<file path="src/design/cspk_pkg.sv">
// ----------------------------------------------------------------------------
// cspk_pkg
// Shared types, constants and character helpers for the callsign packer.
// ----------------------------------------------------------------------------
package cspk_pkg;

    localparam int unsigned NUM_NORM   = 6;
    localparam int unsigned NUM_RAW    = 3;
    localparam int unsigned NUM_DIGITS = 6;
    localparam int unsigned NUM_REGS   = 3;

    typedef logic [7:0]  char_t;
    typedef logic [31:0] word_t;
    typedef logic [5:0]  digit_t;
    typedef logic [2:0]  count_t;
    typedef logic [1:0]  reg_idx_t;

    localparam reg_idx_t REG_TOKEN_DE  = 2'd0;
    localparam reg_idx_t REG_TOKEN_QRZ = 2'd1;
    localparam reg_idx_t REG_TOKEN_CQ  = 2'd2;

    localparam word_t TOKEN_DE_RESET  = 32'd0;
    localparam word_t TOKEN_QRZ_RESET = 32'd1;
    localparam word_t TOKEN_CQ_RESET  = 32'd2;

    localparam count_t NORM_SAT = 3'd7;
    localparam count_t RAW_SAT  = 3'd4;

    localparam char_t CH_D = 8'h44;
    localparam char_t CH_E = 8'h45;
    localparam char_t CH_Q = 8'h51;
    localparam char_t CH_R = 8'h52;
    localparam char_t CH_Z = 8'h5A;
    localparam char_t CH_C = 8'h43;

    // mixed radix of the digits that follow the first one
    localparam digit_t RADIX_P2 = 6'd36;
    localparam digit_t RADIX_D  = 6'd10;
    localparam digit_t RADIX_S  = 6'd27;

    typedef struct packed {
        logic                         start;
        logic [NUM_DIGITS-1:0][5:0]   digits;   // [0] is the leading digit
    } pack_req_t;

    function automatic logic is_ws(input char_t c);
        return (c == 8'h20) || ((c >= 8'h09) && (c <= 8'h0D));
    endfunction

    function automatic logic is_dig(input char_t c);
        return (c >= 8'h30) && (c <= 8'h39);
    endfunction

    function automatic logic is_let(input char_t c);
        return (c >= 8'h41) && (c <= 8'h5A);
    endfunction

    function automatic char_t to_upper(input char_t c);
        return ((c >= 8'h61) && (c <= 8'h7A)) ? char_t'(c - 8'h20) : c;
    endfunction

    function automatic digit_t val_c1(input char_t c);
        digit_t v;
        v = 6'd0;
        if (is_dig(c))
        begin
            v = 6'(c - 8'h2F);
        end
        else if (is_let(c))
        begin
            v = 6'(c - 8'h36);
        end
        return v;
    endfunction

    function automatic digit_t val_c2(input char_t c);
        digit_t v;
        v = 6'd0;
        if (is_dig(c))
        begin
            v = 6'(c - 8'h30);
        end
        else if (is_let(c))
        begin
            v = 6'(c - 8'h37);
        end
        return v;
    endfunction

    function automatic digit_t val_s(input char_t c);
        return is_let(c) ? 6'(c - 8'h40) : 6'd0;
    endfunction

    function automatic digit_t radix_of(input count_t step);
        digit_t r;
        case (step)
            3'd0:    r = RADIX_P2;
            3'd1:    r = RADIX_D;
            default: r = RADIX_S;
        endcase
        return r;
    endfunction

endpackage

</file>
<file path="src/design/cspk_ifs.sv">
// ----------------------------------------------------------------------------
// cspk_ifs
// Valid/ready channels of the callsign packer: characters, results, config.
// ----------------------------------------------------------------------------
interface cspk_char_if;
    logic            valid;
    logic            ready;
    cspk_pkg::char_t char_code;
    logic            last_char;

    modport source (output valid, output char_code, output last_char, input ready);
    modport sink   (input valid, input char_code, input last_char, output ready);
endinterface

interface cspk_result_if;
    logic            valid;
    logic            ready;
    cspk_pkg::word_t packed_value;
    logic            accepted;

    modport source (output valid, output packed_value, output accepted, input ready);
    modport sink   (input valid, input packed_value, input accepted, output ready);
endinterface

interface cspk_cfg_if;
    logic               valid;
    logic               ready;
    cspk_pkg::reg_idx_t index;
    cspk_pkg::word_t    data;

    modport source (output valid, output index, output data, input ready);
    modport sink   (input valid, input index, input data, output ready);
endinterface

</file>
<file path="src/design/cspk_packer.sv">
// ----------------------------------------------------------------------------
// cspk_packer
// Digit-serial mixed-radix packer: one digit folded in per cycle (Horner).
// ----------------------------------------------------------------------------
module cspk_packer
(
    input  logic                clk,
    input  logic                rst_n,
    input  cspk_pkg::pack_req_t req,
    output logic                done,
    output cspk_pkg::word_t     value
);
    import cspk_pkg::*;

    localparam count_t LAST_STEP = count_t'(NUM_DIGITS - 2);

    digit_t shift_reg [NUM_DIGITS-1];
    word_t  acc_reg;
    count_t step_reg;
    logic   busy_reg;
    logic   done_reg;

    always_ff @(posedge clk or negedge rst_n)
    begin
        if (!rst_n)
        begin
            busy_reg <= 1'b0;
            done_reg <= 1'b0;
            step_reg <= '0;
        end
        else
        begin
            done_reg <= 1'b0;
            if (req.start)
            begin
                busy_reg <= 1'b1;
                step_reg <= '0;
            end
            else if (busy_reg)
            begin
                step_reg <= count_t'(step_reg + 3'd1);
                if (step_reg == LAST_STEP)
                begin
                    busy_reg <= 1'b0;
                    done_reg <= 1'b1;
                end
            end
        end
    end

    always_ff @(posedge clk)
    begin
        if (req.start)
        begin
            acc_reg <= {26'd0, req.digits[0]};
            for (int i = 0; i < NUM_DIGITS - 1; i++)
            begin
                shift_reg[i] <= req.digits[i+1];
            end
        end
        else if (busy_reg)
        begin
            acc_reg <= 32'(acc_reg * {26'd0, radix_of(step_reg)}) + {26'd0, shift_reg[0]};
            for (int i = 0; i < NUM_DIGITS - 2; i++)
            begin
                shift_reg[i] <= shift_reg[i+1];
            end
        end
    end

    assign done  = done_reg;
    assign value = acc_reg;

endmodule

</file>
<file path="src/design/callsign_pack_encoder.sv">
// ----------------------------------------------------------------------------
// callsign_pack_encoder
// Packs a callsign, streamed one character per beat, into a 32-bit code.
// ----------------------------------------------------------------------------
// Channels: chars (sink) takes one raw ASCII character per beat, last_char
// on the final one; result (source) gives one beat per call: packed_value
// and accepted. cfg (sink) writes the DE, QRZ and CQ token codes at index
// 0, 1, 2; other indexes are ignored. cfg is always ready.
// Throughput: one character per cycle while a call is being collected.
// After the last character the block evaluates the call; for a standard
// call it then loads the serial packer, which folds the other five digits
// in at one multiply-add per cycle; the block then collects the sum and
// hands it over to the output register. chars is not ready from the last
// character until the result is loaded into the output register; the
// first character of the next call may follow then.
// The output register lets collection go on while a result is stalled; a
// finished result waits for the output register to free before the block
// returns to collecting.
// Reset: counts cleared, token codes return to 0, 1, 2, no result pending.
// ----------------------------------------------------------------------------
module callsign_pack_encoder
(
    input  logic          clk,
    input  logic          rst_n,
    cspk_char_if.sink     chars,
    cspk_result_if.source result,
    cspk_cfg_if.sink      cfg
);
    import cspk_pkg::*;

    typedef enum logic [1:0] {
        S_COLLECT,
        S_EVAL,
        S_PACK,
        S_FINISH
    } state_t;

    state_t    state_reg;
    char_t     norm_reg [NUM_NORM];
    char_t     raw_reg  [NUM_RAW];
    count_t    ns_cnt_reg;
    count_t    raw_cnt_reg;
    word_t     tok_de_reg;
    word_t     tok_qrz_reg;
    word_t     tok_cq_reg;
    word_t     res_value_reg;
    logic      res_ok_reg;
    logic      out_valid_reg;
    word_t     out_value_reg;
    logic      out_ok_reg;

    logic      in_beat;
    logic      out_load;
    char_t     up_char;
    logic      nonspace;
    logic      is_tok_de;
    logic      is_tok_qrz;
    logic      is_tok_cq;
    logic      fit1;
    logic      fit2;
    logic      let_tail1;
    logic      let_tail2;
    logic      std_call;
    char_t     p0;
    char_t     p1;
    char_t     p2;
    char_t     sfx [3];
    pack_req_t req;
    logic      pack_done;
    word_t     pack_value;

    assign in_beat  = chars.valid && chars.ready;
    assign out_load = (state_reg == S_FINISH) && (!out_valid_reg || result.ready);
    assign up_char  = to_upper(chars.char_code);
    assign nonspace = !is_ws(chars.char_code);

    always_ff @(posedge clk)
    begin
        if (in_beat)
        begin
            if (raw_cnt_reg < count_t'(NUM_RAW))
            begin
                raw_reg[raw_cnt_reg[1:0]] <= chars.char_code;
            end
            if (nonspace && (ns_cnt_reg < count_t'(NUM_NORM)))
            begin
                norm_reg[ns_cnt_reg] <= up_char;
            end
        end
    end

    // tokens are matched on the raw characters
    assign is_tok_de  = (raw_cnt_reg == 3'd2) && (raw_reg[0] == CH_D) && (raw_reg[1] == CH_E);
    assign is_tok_qrz = (raw_cnt_reg == 3'd3) && (raw_reg[0] == CH_Q) && (raw_reg[1] == CH_R)
                        && (raw_reg[2] == CH_Z);
    assign is_tok_cq  = (raw_cnt_reg == 3'd2) && (raw_reg[0] == CH_C) && (raw_reg[1] == CH_Q);

    always_comb
    begin
        let_tail1 = 1'b1;
        let_tail2 = 1'b1;
        for (int j = 2; j < NUM_NORM; j++)
        begin
            if ((count_t'(j) < ns_cnt_reg) && !is_let(norm_reg[j]))
            begin
                let_tail1 = 1'b0;
                if (j >= 3)
                begin
                    let_tail2 = 1'b0;
                end
            end
        end
    end

    // digit at place one or two, followed by one to three letters
    assign fit1 = (ns_cnt_reg >= 3'd3) && (ns_cnt_reg <= 3'd5) && is_dig(norm_reg[1])
                  && let_tail1;
    assign fit2 = (ns_cnt_reg >= 3'd4) && (ns_cnt_reg <= 3'd6) && is_dig(norm_reg[2])
                  && let_tail2;
    assign std_call = fit1 ? (is_dig(norm_reg[0]) || is_let(norm_reg[0]))
                           : (fit2 && (is_dig(norm_reg[0]) || is_let(norm_reg[0]))
                                   && (is_dig(norm_reg[1]) || is_let(norm_reg[1])));

    always_comb
    begin
        p0 = fit1 ? 8'h20 : norm_reg[0];
        p1 = fit1 ? norm_reg[0] : norm_reg[1];
        p2 = fit1 ? norm_reg[1] : norm_reg[2];
        for (int i = 0; i < 3; i++)
        begin
            if (fit1)
            begin
                sfx[i] = (count_t'(2 + i) < ns_cnt_reg) ? norm_reg[2 + i] : 8'h20;
            end
            else
            begin
                sfx[i] = (count_t'(3 + i) < ns_cnt_reg) ? norm_reg[3 + i] : 8'h20;
            end
        end
        req.start     = (state_reg == S_EVAL) && !is_tok_de && !is_tok_qrz && !is_tok_cq
                        && std_call;
        req.digits[0] = val_c1(p0);
        req.digits[1] = val_c2(p1);
        req.digits[2] = {2'b00, p2[3:0]};
        req.digits[3] = val_s(sfx[0]);
        req.digits[4] = val_s(sfx[1]);
        req.digits[5] = val_s(sfx[2]);
    end

    cspk_packer u_packer
    (
        .clk   (clk),
        .rst_n (rst_n),
        .req   (req),
        .done  (pack_done),
        .value (pack_value)
    );

    always_ff @(posedge clk or negedge rst_n)
    begin
        if (!rst_n)
        begin
            state_reg     <= S_COLLECT;
            ns_cnt_reg    <= '0;
            raw_cnt_reg   <= '0;
            tok_de_reg    <= TOKEN_DE_RESET;
            tok_qrz_reg   <= TOKEN_QRZ_RESET;
            tok_cq_reg    <= TOKEN_CQ_RESET;
            res_value_reg <= '0;
            res_ok_reg    <= 1'b0;
            out_valid_reg <= 1'b0;
            out_value_reg <= '0;
            out_ok_reg    <= 1'b0;
        end
        else
        begin
            if (cfg.valid)
            begin
                unique case (cfg.index)
                    REG_TOKEN_DE:  tok_de_reg  <= cfg.data;
                    REG_TOKEN_QRZ: tok_qrz_reg <= cfg.data;
                    REG_TOKEN_CQ:  tok_cq_reg  <= cfg.data;
                    default:       ;
                endcase
            end

            if (out_load)
            begin
                out_valid_reg <= 1'b1;
            end
            else if (result.valid && result.ready)
            begin
                out_valid_reg <= 1'b0;
            end

            unique case (state_reg)
                S_COLLECT:
                begin
                    if (in_beat)
                    begin
                        if (raw_cnt_reg < RAW_SAT)
                        begin
                            raw_cnt_reg <= count_t'(raw_cnt_reg + 3'd1);
                        end
                        if (nonspace && (ns_cnt_reg < NORM_SAT))
                        begin
                            ns_cnt_reg <= count_t'(ns_cnt_reg + 3'd1);
                        end
                        if (chars.last_char)
                        begin
                            state_reg <= S_EVAL;
                        end
                    end
                end
                S_EVAL:
                begin
                    ns_cnt_reg  <= '0;
                    raw_cnt_reg <= '0;
                    if (is_tok_de || is_tok_qrz || is_tok_cq)
                    begin
                        res_value_reg <= is_tok_de ? tok_de_reg
                                                   : (is_tok_qrz ? tok_qrz_reg : tok_cq_reg);
                        res_ok_reg    <= 1'b1;
                        state_reg     <= S_FINISH;
                    end
                    else if (std_call)
                    begin
                        state_reg <= S_PACK;
                    end
                    else
                    begin
                        res_value_reg <= '0;
                        res_ok_reg    <= 1'b0;
                        state_reg     <= S_FINISH;
                    end
                end
                S_PACK:
                begin
                    if (pack_done)
                    begin
                        res_value_reg <= pack_value;
                        res_ok_reg    <= 1'b1;
                        state_reg     <= S_FINISH;
                    end
                end
                S_FINISH:
                begin
                    if (out_load)
                    begin
                        out_value_reg <= res_value_reg;
                        out_ok_reg    <= res_ok_reg;
                        state_reg     <= S_COLLECT;
                    end
                end
                default:
                begin
                    state_reg <= S_COLLECT;
                end
            endcase
        end
    end

    assign chars.ready         = (state_reg == S_COLLECT);
    assign cfg.ready           = 1'b1;
    assign result.valid        = out_valid_reg;
    assign result.packed_value = out_value_reg;
    assign result.accepted     = out_ok_reg;

endmodule

</file>
<file path="src/flat_wrapper.sv">
// flat-port wrapper written by rule: the top's interface ports become plain ports
module callsign_pack_encoder_flat import cspk_pkg::*;
  (clk, rst_n, chars_valid, chars_char_code, chars_last_char, chars_ready, result_valid, result_packed_value, result_accepted, result_ready, cfg_valid, cfg_index, cfg_data, cfg_ready);
  cspk_char_if chars_i ();
  cspk_result_if result_i ();
  cspk_cfg_if cfg_i ();
  input  logic clk;
  input  logic rst_n;
  input wire logic [$bits(chars_i.valid)-1:0] chars_valid;
  input wire logic [$bits(chars_i.char_code)-1:0] chars_char_code;
  input wire logic [$bits(chars_i.last_char)-1:0] chars_last_char;
  output wire logic [$bits(chars_i.ready)-1:0] chars_ready;
  output wire logic [$bits(result_i.valid)-1:0] result_valid;
  output wire logic [$bits(result_i.packed_value)-1:0] result_packed_value;
  output wire logic [$bits(result_i.accepted)-1:0] result_accepted;
  input wire logic [$bits(result_i.ready)-1:0] result_ready;
  input wire logic [$bits(cfg_i.valid)-1:0] cfg_valid;
  input wire logic [$bits(cfg_i.index)-1:0] cfg_index;
  input wire logic [$bits(cfg_i.data)-1:0] cfg_data;
  output wire logic [$bits(cfg_i.ready)-1:0] cfg_ready;
  assign chars_i.valid = chars_valid;
  assign chars_i.char_code = chars_char_code;
  assign chars_i.last_char = chars_last_char;
  assign chars_ready = chars_i.ready;
  assign result_valid = result_i.valid;
  assign result_packed_value = result_i.packed_value;
  assign result_accepted = result_i.accepted;
  assign result_i.ready = result_ready;
  assign cfg_i.valid = cfg_valid;
  assign cfg_i.index = cfg_index;
  assign cfg_i.data = cfg_data;
  assign cfg_ready = cfg_i.ready;
  callsign_pack_encoder u_core (.clk(clk), .rst_n(rst_n), .chars(chars_i), .result(result_i), .cfg(cfg_i));
endmodule
</file>
<file path="config.mk">
export PLATFORM = sky130hd
export DESIGN_NAME = callsign_pack_encoder_flat
export DESIGN_NICKNAME = d
export VERILOG_FILES = /design/src/design/cspk_pkg.sv /design/src/design/cspk_ifs.sv /design/src/design/cspk_packer.sv /design/src/design/callsign_pack_encoder.sv /design/src/flat_wrapper.sv
export SDC_FILE = /design/constraint.sdc
export NUM_CORES = 1
export LEC_CHECK = 0
export ABC_AREA = 1
export BUFFER_PORTS_ARGS = -buffer_cell sky130_fd_sc_hd__buf_2
export CORE_MARGIN = 2
export CORE_UTILIZATION = 35
export CTS_CLUSTER_SIZE = 16
export DETAILED_ROUTE_END_ITERATION = 10
export PLACE_DENSITY = 0.56
export SYNTH_ARGS = -nofsm -noshare
export SYNTH_HDL_FRONTEND = slang
export SYNTH_SLANG_ARGS = --single-unit
</file>
<file path="constraint.sdc">
create_clock -name clk -period 7.2 [get_ports clk]
set_input_delay 0.72 -clock clk [delete_from_list [all_inputs] [get_ports clk]]
set_output_delay 0.72 -clock clk [all_outputs]
set_load 0.05 [all_outputs]
</file>
==> flow_summary.yaml <==
cts:
  cts_buffers: 36
  clock_sinks: 310
  cts_root_buffer: "clkbuf_16"
  cts_buffer_depth: 3
  clock_latency_ns: 0.54
  cts.htree.levels: 2
  postCtsSetupBuffers: 0
  path_clk_slew_ns: 0.06
  cts_hold_buf: 0
  cts_tree: "yes"
  cts_resized: 0
timing:
  relSlewSlack_pct: 19.3
  hold_slack_ns: 0.137
  rsz0062_at_grt: "false"
  max_clock_freq_mhz: 164
  min_period_ns: 6.09
  clock_skew_ns: 0.0185
  finalCritPeriodShare_pct: 84.6
  tns_ns: 0
  worst_pin_slew_ns: 1.20
  hold_viol_final: 0
  slew_viol_final: 0
  setup-violations-final: 0
logic_synthesis:
  synth_warnings: 0
  synthCells: 2337
  ys_ff_latch: 310
  synth_area_leaders: "dfrtp_1 (22%), edfxtp_1 (16%), fa_1 (10%), nand2_1 (9.7%), inv_1 (7.2%)"
  ys_async_sr_fraction_pct: 56.8
  syn-num-nets: 2591
  synth_edf_count: 108
  synth-seq-area-share_pct: 41.1
  yosys-top-cells-count: "nand2_1 (513), inv_1 (380), o21ai_0 (215)"
  synth_top_area_share_pct: 21.9
  synth_most_common_cell: "nand2_1"
  syn_area_um2: 19900
  yosys.area.top_type: "dfrtp_1"
  synthDistinctLibCells: 62
  ys.flop_type: "dfrtp_1"
  syn_area_per_cell_um2: 8.50
placement:
  dp_cells: 3109
  dp_hpwl_mm: 37.7
  io_buffer_count: 82
  place_congestion: 0.867
floorplanning:
  rows: 87
  die_w_um: 242
  top_level_ports: 84
  start_util_pct: 35.3
  dieArea_um2: 58700
  core_um2: 56300
  die_h_um: 242
status:
  status: "complete, no violations"
worst_setup_path:
  cp-start-kind: "register"
  required_ns: 7.63
  r2r_cells: 26
  worstSetupEndpointType: "register"
  crit_type: "reg2reg"
  crit_fanout: 16
  worstPathArrival_ns: 6.52
detailed_routing:
  vias: 15400
  via_per_inst: 4.87
  routed_wl_mm: 51.5
  dr.pass1.iters: 5
  drtIter0Drc: 1123
  wl_per_cell_um: 16.2
  postRouteAntennaNets: 0
  drc: 0
global_route:
  overflow: 0
  first_global_vias: 15800
  grt_pass1_wl_mm: 84.3
  track_usage_pct: 17.9
  grt_max_degree: 67
  antenna_found_initial: 0
finish:
  layout-drive-gt1-share_pct: 8.85
  area_growth_pct: 11.4
  largest_reg_flops: 48
  final_nets: 2645
  n_antenna_cell: 0
  finish.utilization_pct: 39.3
  final-instance-count-excl-fill: 3173
hold_path:
  hold_class: "in2async"
flow_run:
  drv_cap: 0
## per-layer routing
metal	vias up	global-route usage, %	share of wire, %
met5	-	0	0
met1	7394	23.2	45
met4	0	6.03	2.8
met2	326	30.7	48
li1	7644	-	-
met3	73	2.39	3.9
## per-stage QoR
| step | setup WS (ns) | area [µm²] |
|---|---|---|
| after floorplan | 1.82 | 19900 |
| after global placement | 1.27 | 21000 |
| after detailed placement | 1.12 | 21000 |
| after CTS | 1.12 | 22100 |
| after global routing | 0.553 | 22100 |
| final | 1.11 | 22100 |
## cell usage in the layout, fill, tap and decap left out, types with 36 or more instances in the layout
cell type | Yosys | routed
nand2_1 | 513 | 510
inv_1 | 380 | 380
o21ai_0 | 215 | 215
nor2_1 | 187 | 187
dfrtp_1 | 174 | 174
a21oi_1 | 116 | 116
edfxtp_1 | 108 | 108
ha_1 | 106 | 106
fa_1 | 100 | 100
buf_2 | 4 | 81
o22ai_1 | 48 | 48
nand3_1 | 47 | 46
clkbuf_16 | 0 | 36
## final timing paths
kind                                              from                       endpoint  slack, ns
max in group asynchronous                        rst_n  u_core.result.packed_value[6]       5.83
min reg2reg                     u_core.tok_qrz_reg[24]         u_core.tok_qrz_reg[24]       0.48
min                                              rst_n          u_core.raw_cnt_reg[0]       0.14
max                        u_core.u_packer.step_reg[1]      u_core.u_packer.value[21]       1.11
max reg2reg                u_core.u_packer.step_reg[1]      u_core.u_packer.value[21]       1.11
min in group clk                    chars_char_code[6]           u_core.raw_reg[1][6]       0.42
## cells by family after synthesis
kind of cell             count (synthesis)  share of synthesized area (%)
adder cells (fa/ha/maj)                206                           16.8
AND/OR/NAND/NOR                        849                           18.0
XOR/XNOR                                39                           1.72
flip-flops                             310                           41.1
AO/OA/AOI/OAI                          460                           12.9
buffers and inverters                  471                           9.41
other                                    2                         0.0378
## area by class of cell
| type | count | area [µm²] |
|---|---|---|
| sequential | 310 | 8170 |
| timing repair buffer | 98 | 537 |
| clock inverter | 18 | 205 |
| clock buffer | 46 | 958 |
| multi-input combinational | 1556 | 9850 |
| tap | 756 | 946 |
| fill | 5719 | 34100 |
| inverter | 389 | 1460 |
## critical path: stages (launching register included)
cell and delay [ns]:
dfrtp_1 0.39, inv_1 0.10, ha_1 0.17, inv_1 0.05
nor2_1 0.37, nand2_1 0.55, buf_4 0.40, nand2_1 0.09
inv_1 0.07, ha_1 0.29, ha_1 0.27, inv_1 0.05
fa_1 0.49, fa_1 0.51, inv_1 0.04, ha_1 0.32
o21ai_0 0.38, inv_1 0.08, a21oi_1 0.35, o21ai_0 0.24
inv_1 0.08, o21ai_0 0.14, a21o_1 0.21, nor2_1 0.09
nor2_1 0.05, a22oi_1 0.15, inv_1 0.05
Power is not shown: default switching activity piles up to over one toggle a cycle in this logic, so the estimate is an artifact.
